[src/hw/rtl/ncpl_pkg.sv]
// ----------------------------------------------------------------------------
// ncpl_pkg: shared types and constants of the nearest centroid pixel labeler
// ----------------------------------------------------------------------------
package ncpl_pkg;

  localparam int MaxCentroidsDef = 16;
  localparam int CoordBitsDef    = 12;

  localparam int CfgIdxBits  = 2;
  localparam int CfgDataBits = 24;
  localparam logic [CfgIdxBits-1:0] CFG_COUNT   = 2'd0;
  localparam logic [CfgIdxBits-1:0] CFG_X_SCALE = 2'd1;
  localparam logic [CfgIdxBits-1:0] CFG_Y_SCALE = 2'd2;

  localparam logic KIND_LOAD  = 1'b0;
  localparam logic KIND_PIXEL = 1'b1;

  // centroid entry width: r,g,b (8.8 each), xy (2 x 8.8), display colour
  localparam int EntryBits = 16 * 3 + 32 + 24;

  // squared distance: five 32-bit squares summed
  localparam int DistBits = 35;

  // controller to datapath commands
  typedef struct packed {
    logic load_px;   // capture pixel features
    logic rd_en;     // read entry at rd_addr
    logic first;     // first entry of a search
    logic acc;       // compare read entry
    logic out_load;  // move best into output register
  } ncpl_cmd_t;

endpackage

[src/hw/rtl/ncpl_ctrl.sv]
// ----------------------------------------------------------------------------
// ncpl_ctrl: sequencer for load and search of the centroid table
// ----------------------------------------------------------------------------
module ncpl_ctrl #(
  parameter int MAX_CENTROIDS = ncpl_pkg::MaxCentroidsDef
) (
  input  logic                              clk,
  input  logic                              rst_n,
  input  logic                              px_req,   // pixel request accepted
  input  logic [$clog2(MAX_CENTROIDS+1)-1:0] count,
  input  logic                              out_busy, // output register full
  input  logic                              out_take,
  output logic                              ready,
  output logic [(MAX_CENTROIDS>1?$clog2(MAX_CENTROIDS):1)-1:0] rd_addr,
  output ncpl_pkg::ncpl_cmd_t               cmd
);
  import ncpl_pkg::*;

  localparam int AW = (MAX_CENTROIDS > 1) ? $clog2(MAX_CENTROIDS) : 1;
  localparam int CW = $clog2(MAX_CENTROIDS + 1);
  localparam logic [1:0] S_IDLE = 2'd0, S_RUN = 2'd1, S_LAST = 2'd2, S_WAIT = 2'd3;

  logic [1:0]  state_r, state_nxt;
  logic [CW-1:0] idx_r, idx_nxt;   // entries issued
  logic        cmp_r, cmp_nxt;      // read data valid this cycle
  logic        first_r, first_nxt;

  assign ready   = (state_r == S_IDLE);
  assign rd_addr = idx_r[AW-1:0];

  always_comb begin
    state_nxt = state_r;
    idx_nxt   = idx_r;
    cmp_nxt   = 1'b0;
    first_nxt = first_r;
    cmd       = '0;
    cmd.acc   = cmp_r;
    cmd.first = cmp_r & first_r;
    if (cmp_r) first_nxt = 1'b0;
    unique case (state_r)
      S_IDLE: begin
        if (px_req) begin
          cmd.load_px = 1'b1;
          idx_nxt     = '0;
          first_nxt   = 1'b1;
          state_nxt   = S_RUN;
        end
      end
      S_RUN: begin
        cmd.rd_en = 1'b1;
        cmp_nxt   = 1'b1;
        idx_nxt   = idx_r + CW'(1);
        if (idx_r + CW'(1) >= count) state_nxt = S_LAST;
      end
      S_LAST: begin
        // last compare happens this cycle
        state_nxt = S_WAIT;
      end
      S_WAIT: begin
        if (!out_busy || out_take) begin
          cmd.out_load = 1'b1;
          state_nxt    = S_IDLE;
        end
      end
      default: state_nxt = S_IDLE;
    endcase
  end

  // state registers
  always_ff @(posedge clk) begin
    if (!rst_n) begin
      state_r <= S_IDLE;
      idx_r   <= '0;
      cmp_r   <= 1'b0;
      first_r <= 1'b0;
    end else begin
      state_r <= state_nxt;
      idx_r   <= idx_nxt;
      cmp_r   <= cmp_nxt;
      first_r <= first_nxt;
    end
  end
endmodule

[config.mk]
export PLATFORM = sky130hd
export DESIGN_NAME = ncpl_ctrl
export DESIGN_NICKNAME = d
export VERILOG_FILES = /design/src/hw/rtl/ncpl_pkg.sv /design/src/hw/rtl/ncpl_ctrl.sv
export SDC_FILE = /design/constraint.sdc
export NUM_CORES = 1
export LEC_CHECK = 0
export BUFFER_PORTS_ARGS = -buffer_cell sky130_fd_sc_hd__buf_4
export CORE_UTILIZATION = 42
export CTS_BUF_LIST = sky130_fd_sc_hd__clkbuf_4 sky130_fd_sc_hd__clkbuf_8 sky130_fd_sc_hd__clkbuf_16
export CTS_CLUSTER_SIZE = 40
export DETAILED_ROUTE_END_ITERATION = 16
export GPL_TIMING_DRIVEN = 0
export PLACE_DENSITY = 0.67
export REMOVE_ABC_BUFFERS = 1
export SLEW_MARGIN = 25
export SYNTH_ARGS = -nofsm -noshare
export SYNTH_HDL_FRONTEND = slang
export SYNTH_SLANG_ARGS = --single-unit
[constraint.sdc]
create_clock -name clk -period 2.1 [get_ports clk]
set_input_delay 0.21 -clock clk [delete_from_list [all_inputs] [get_ports clk]]
set_output_delay 0.21 -clock clk [all_outputs]
set_load 0.005 [all_outputs]
Word-level counts from Yosys, hierarchy flattened --
Cells that the tools add are included.
Storage, ports and cells: flip-flop bits (word level) 9, word-level logic and storage cells 33, output and inout port bits 10, bits of input ports 10
Cells by class: muxes and demuxes 14, reductions and logical operators 6, bitwise logic cells 1, $add $sub $neg 1, equality and inequality tests 6, magnitude comparators 1
Operators with widths (count):
- $pmux 5 s2 | 1
- $mux 1 | 8
- $pmux 2 s4 | 1
- $mux 2 | 3
- $ne 2x2->1 const B | 3
- $add 5x1->5 const B | 1
- $ge 5x5->1 | 1
- $mux 5 | 1
- $eq 2x2->1 const B | 2
- $reduce_and 3->1 | 1
- $eq 2x1->1 const B | 1
- $logic_not 2->1 | 1
- $reduce_and 2->1 | 1
- $reduce_bool 2->1 | 1
- $and 1x1->1 | 1
- $logic_not 1->1 | 1
- $logic_or 1x1->1 | 1

Depth between registers and ports, before layout --
depth after elaboration 4, gate-level depth with buffers 9, depth with buffers taken out 9

Least setup slack after synthesis --
No wires, ideal clock.
path kind register -> register, from register idx_r[0], to register state_r[0], stages on the path, launching flop included 10, period minus slack after synthesis 1.698 ns, setup slack 0.402 ns, library setup time 0.072 ns, data arrival time 1.626 ns, required time 2.028 ns, path buffers 0, cells stage by stage dfxtp_1 -> ha_1 -> nand3_1 -> xnor2_1 -> ha_1 -> nand2b_2 -> nor2_1 -> o21ai_1 -> o2111ai_2 -> mux2i_1
On the way: cells in the longest elaborated chain, start to end 4
Ends and longest elaborated chain:
- start, declared | RTL line ncpl_ctrl.sv:24 | logic [CW-1:0] idx_r, idx_nxt;
- start signal, assigned | RTL line ncpl_ctrl.sv:78 | idx_r <= idx_nxt;
- $add 5x1->5 | RTL line ncpl_ctrl.sv:53 | if (idx_r + CW'(1) >= count) state_nxt = S_LAST;
- $ge 5x5->1 | RTL line ncpl_ctrl.sv:53
- $ne 2x2->1 (no source line)
- $reduce_and 3->1 (no source line)
- end signal, assigned | RTL line ncpl_ctrl.sv:77 | state_r <= state_nxt;
- end, declared | RTL line ncpl_ctrl.sv:23 | logic [1:0] state_r, state_nxt;
Every way passes these cells. A chain may end at the register's enable or synchronous reset.

Worst setup path in the final report --
Ends and elaborated chain as after synthesis.

==> flow_metrics.tcl <==
set metrics [dict create \
    holdCritStartpoint "rst_n" \
    synth_area_per_cell_sq_um 8.825 \
    grtUsageMet3 0.01739 \
    diodes 0 \
    gp_congestion 0.6835 \
    ff2ff_setup_slack_ns 0.20 \
    clock.fmax_ghz 0.5271 \
    die_x_microns 41.70 \
    synth.top_cell.area_share 0.2722 \
    top_level_ports 20 \
    max_slew_margin 0.7523 \
    power.leakage_nw 0.3912 \
    worstMarginPinSlew_ns 0.3715 \
    cts_tree "yes" \
    start_kind "flop" \
    cp-end-kind "flop" \
    synth_async_sr_flop_share 0 \
    ys_top_cells_by_count "ha_1 (10), dfxtp_1 (9), inv_1 (8)" \
    fin_crit_ns 1.897 \
    power.density_nw_per_um2 911.2 \
    track_usage 0.1295 \
    synth_cell_types 25 \
    clk_pin_slew_ns 0.06 \
    drive_gt1_frac 0.3077 \
    grt_setup_unrepaired "false" \
    numCtsBuffers 3 \
    start_util 0.4787 \
    drc_errors 0 \
    netlist_instances 75 \
    vdd.ir_drop.worst_v 0.0005073 \
    dr.pass1.iters 4 \
    vias 540 \
    ant_nets 0 \
    drtIter0Drc 7 \
    area.growth.synth_to_final_pct 21.55 \
    grt_pass1_wl_mm 1.794 \
    timing.final.crit_share 0.9034 \
    timing.rr.end "state_r[0]" \
    h-tree-depth 1 \
    r2r_cells 9 \
    portBuffers 19 \
    reg2reg_from "idx_r[0]" \
    yosysWarnings 0 \
    critPathKind "reg2reg" \
    hold_class "in2reg" \
    ys_ff_latch 9 \
    antenna_found_initial 0 \
    grt_max_degree 12 \
    status "complete, no violations" \
    cts_resized 0 \
    fin_nets 112 \
    top_usage_layer "met2" \
    use_met1 0.1653 \
    fp.coreArea_sq_um 1383 \
    path_max_fanout 6 \
    numClockSinks 9 \
    worstHoldEndpoint "first_r" \
    tns_ns 0 \
    synthTopCellsByArea "dfxtp_1 (27%), ha_1 (19%), buf_4 (6.8%), nor2b_1 (4.7%), inv_1 (4.5%)" \
    pre_cts_ws_ns 0.2022 \
    met2_usage 0.2063 \
    first_global_vias 457 \
    p_total_w 0.0007330 \
    drv_cap 0 \
    cts_hold_buffers 0 \
    report.final.slew_viol_count 0 \
    setup_violations 0 \
    gr-total-overflow 0 \
    die-area_sq_um 1738 \
    drt_wl_total_mm 1.153 \
    finClkSkew_ns 0.005383 \
    required_ns 2.24 \
    via_per_inst 5.094 \
    cts_setup_buffers 0 \
    worstSkewPairLatency_ns 0.26 \
    hold_viol_final 0 \
    hpwl_microns 907.7 \
    yosysTopAreaCell "dfxtp_1" \
    wl_per_cell_microns 10.88 \
    syn_area_sq_um 661.9 \
    synth.most_common_cell "ha_1" \
    setup_slack_ns 0.2028 \
    clockBufferDepth 2 \
    synth_edf_count 0 \
    cp.arrival_ns 2.04 \
    hold_depth 2 \
    die_h_microns 41.70 \
    synth-seq-area-share 0.2722 \
    cts-root-buf "clkbuf_4" \
    synthFlopType "dfxtp_1" \
    placementRows 13 \
]
==> placed cells by master (no fill, tap or decap), drive strengths merged, types with 2 or more instances in the layout <==
cell type	netlist	layout
nor2b	5	5
ha	10	10
xnor2	2	2
nand3	4	4
clkbuf	1	4
a32oi	3	3
nand2b	3	3
buf	6	19
dfxtp	9	9
mux2i	2	2
inv	8	8
nand2	5	5
o21ai	6	6
and2	4	4
==> power by group <==
part           switching [W]  internal, W  leakage, nW  total [W]
combinational       0.000181     0.000171        0.299   0.000352
sequential         0.0000314     0.000204       0.0734   0.000235
clock              0.0000597    0.0000860       0.0184   0.000146
==> worst max-delay path by stage <==
stage	start	endpoint	slack, ns	cells past startpoint
after floorplan	idx_r[0]	state_r[0]	0.38	9
after global placement	idx_r[0]	state_r[1]	0.22	9
after detailed placement	idx_r[0]	state_r[0]	0.20	9
after CTS	idx_r[0]	state_r[0]	0.20	9
after global routing	idx_r[0]	state_r[1]	0.06	9
final	idx_r[0]	state_r[0]	0.20	9
==> routing by layer <==
layer	vias to the layer above	wire length [microns]
met5	-	0
met4	0	5
met3	2	65
met2	16	518
met1	241	563
li1	281	-
==> layout make-up <==
type / instances / area [sq um]
fillers: 135 / 578.1
multi-input cells: 51 / 402.9
flip-flops and latches: 9 / 180.2
repair buffers: 19 / 142.6
clock buffers: 4 / 30.03
inverters: 8 / 30.03
well taps: 15 / 18.77
==> sequential cells by signal (all words and copies together) (netlist names) <==
| register | cells |
|---|---|
| state_r | 2 |
| cmp_r | 1 |
| first_r | 1 |
| idx_r | 5 |
==> metrics by stage <==
stage	utilization	cells	hold WS [ns]	instance area, sq um
global route	0.5819	106	0.2453	804.5
floorplan	-	68	0.3275	613.1
CTS	0.5819	106	0.2355	804.5
detailed placement	0.5602	102	0.4987	774.5
finish	0.5819	106	0.2353	804.5
global placement	0.5602	102	0.4883	774.5
==> critical path: stages (launching register included) <==
cell and delay (ns):
dfxtp_1 0.43, ha_1 0.26, nand3_1 0.11, xnor2_1 0.21, ha_1 0.17, nand2b_2 0.12, nor2_1 0.04, o21ai_1 0.08
o2111ai_2 0.19, mux2i_1 0.16
==> kinds of logic (layout without fill, tap and decap cells) <==
logic type	count (synthesis)	count (layout)	share of synthesized area
xor gates and xnor gates	3	3	0.03970
adders and majority gates	10	10	0.1890
buffers and inverters	15	31	0.1191
DFF	9	9	0.2722
and+or+nand+nor	22	22	0.1834
muxes	2	2	0.03025
AOI/OAI and AO/OA	14	14	0.1664
Power figures use the tool's default switching activity.
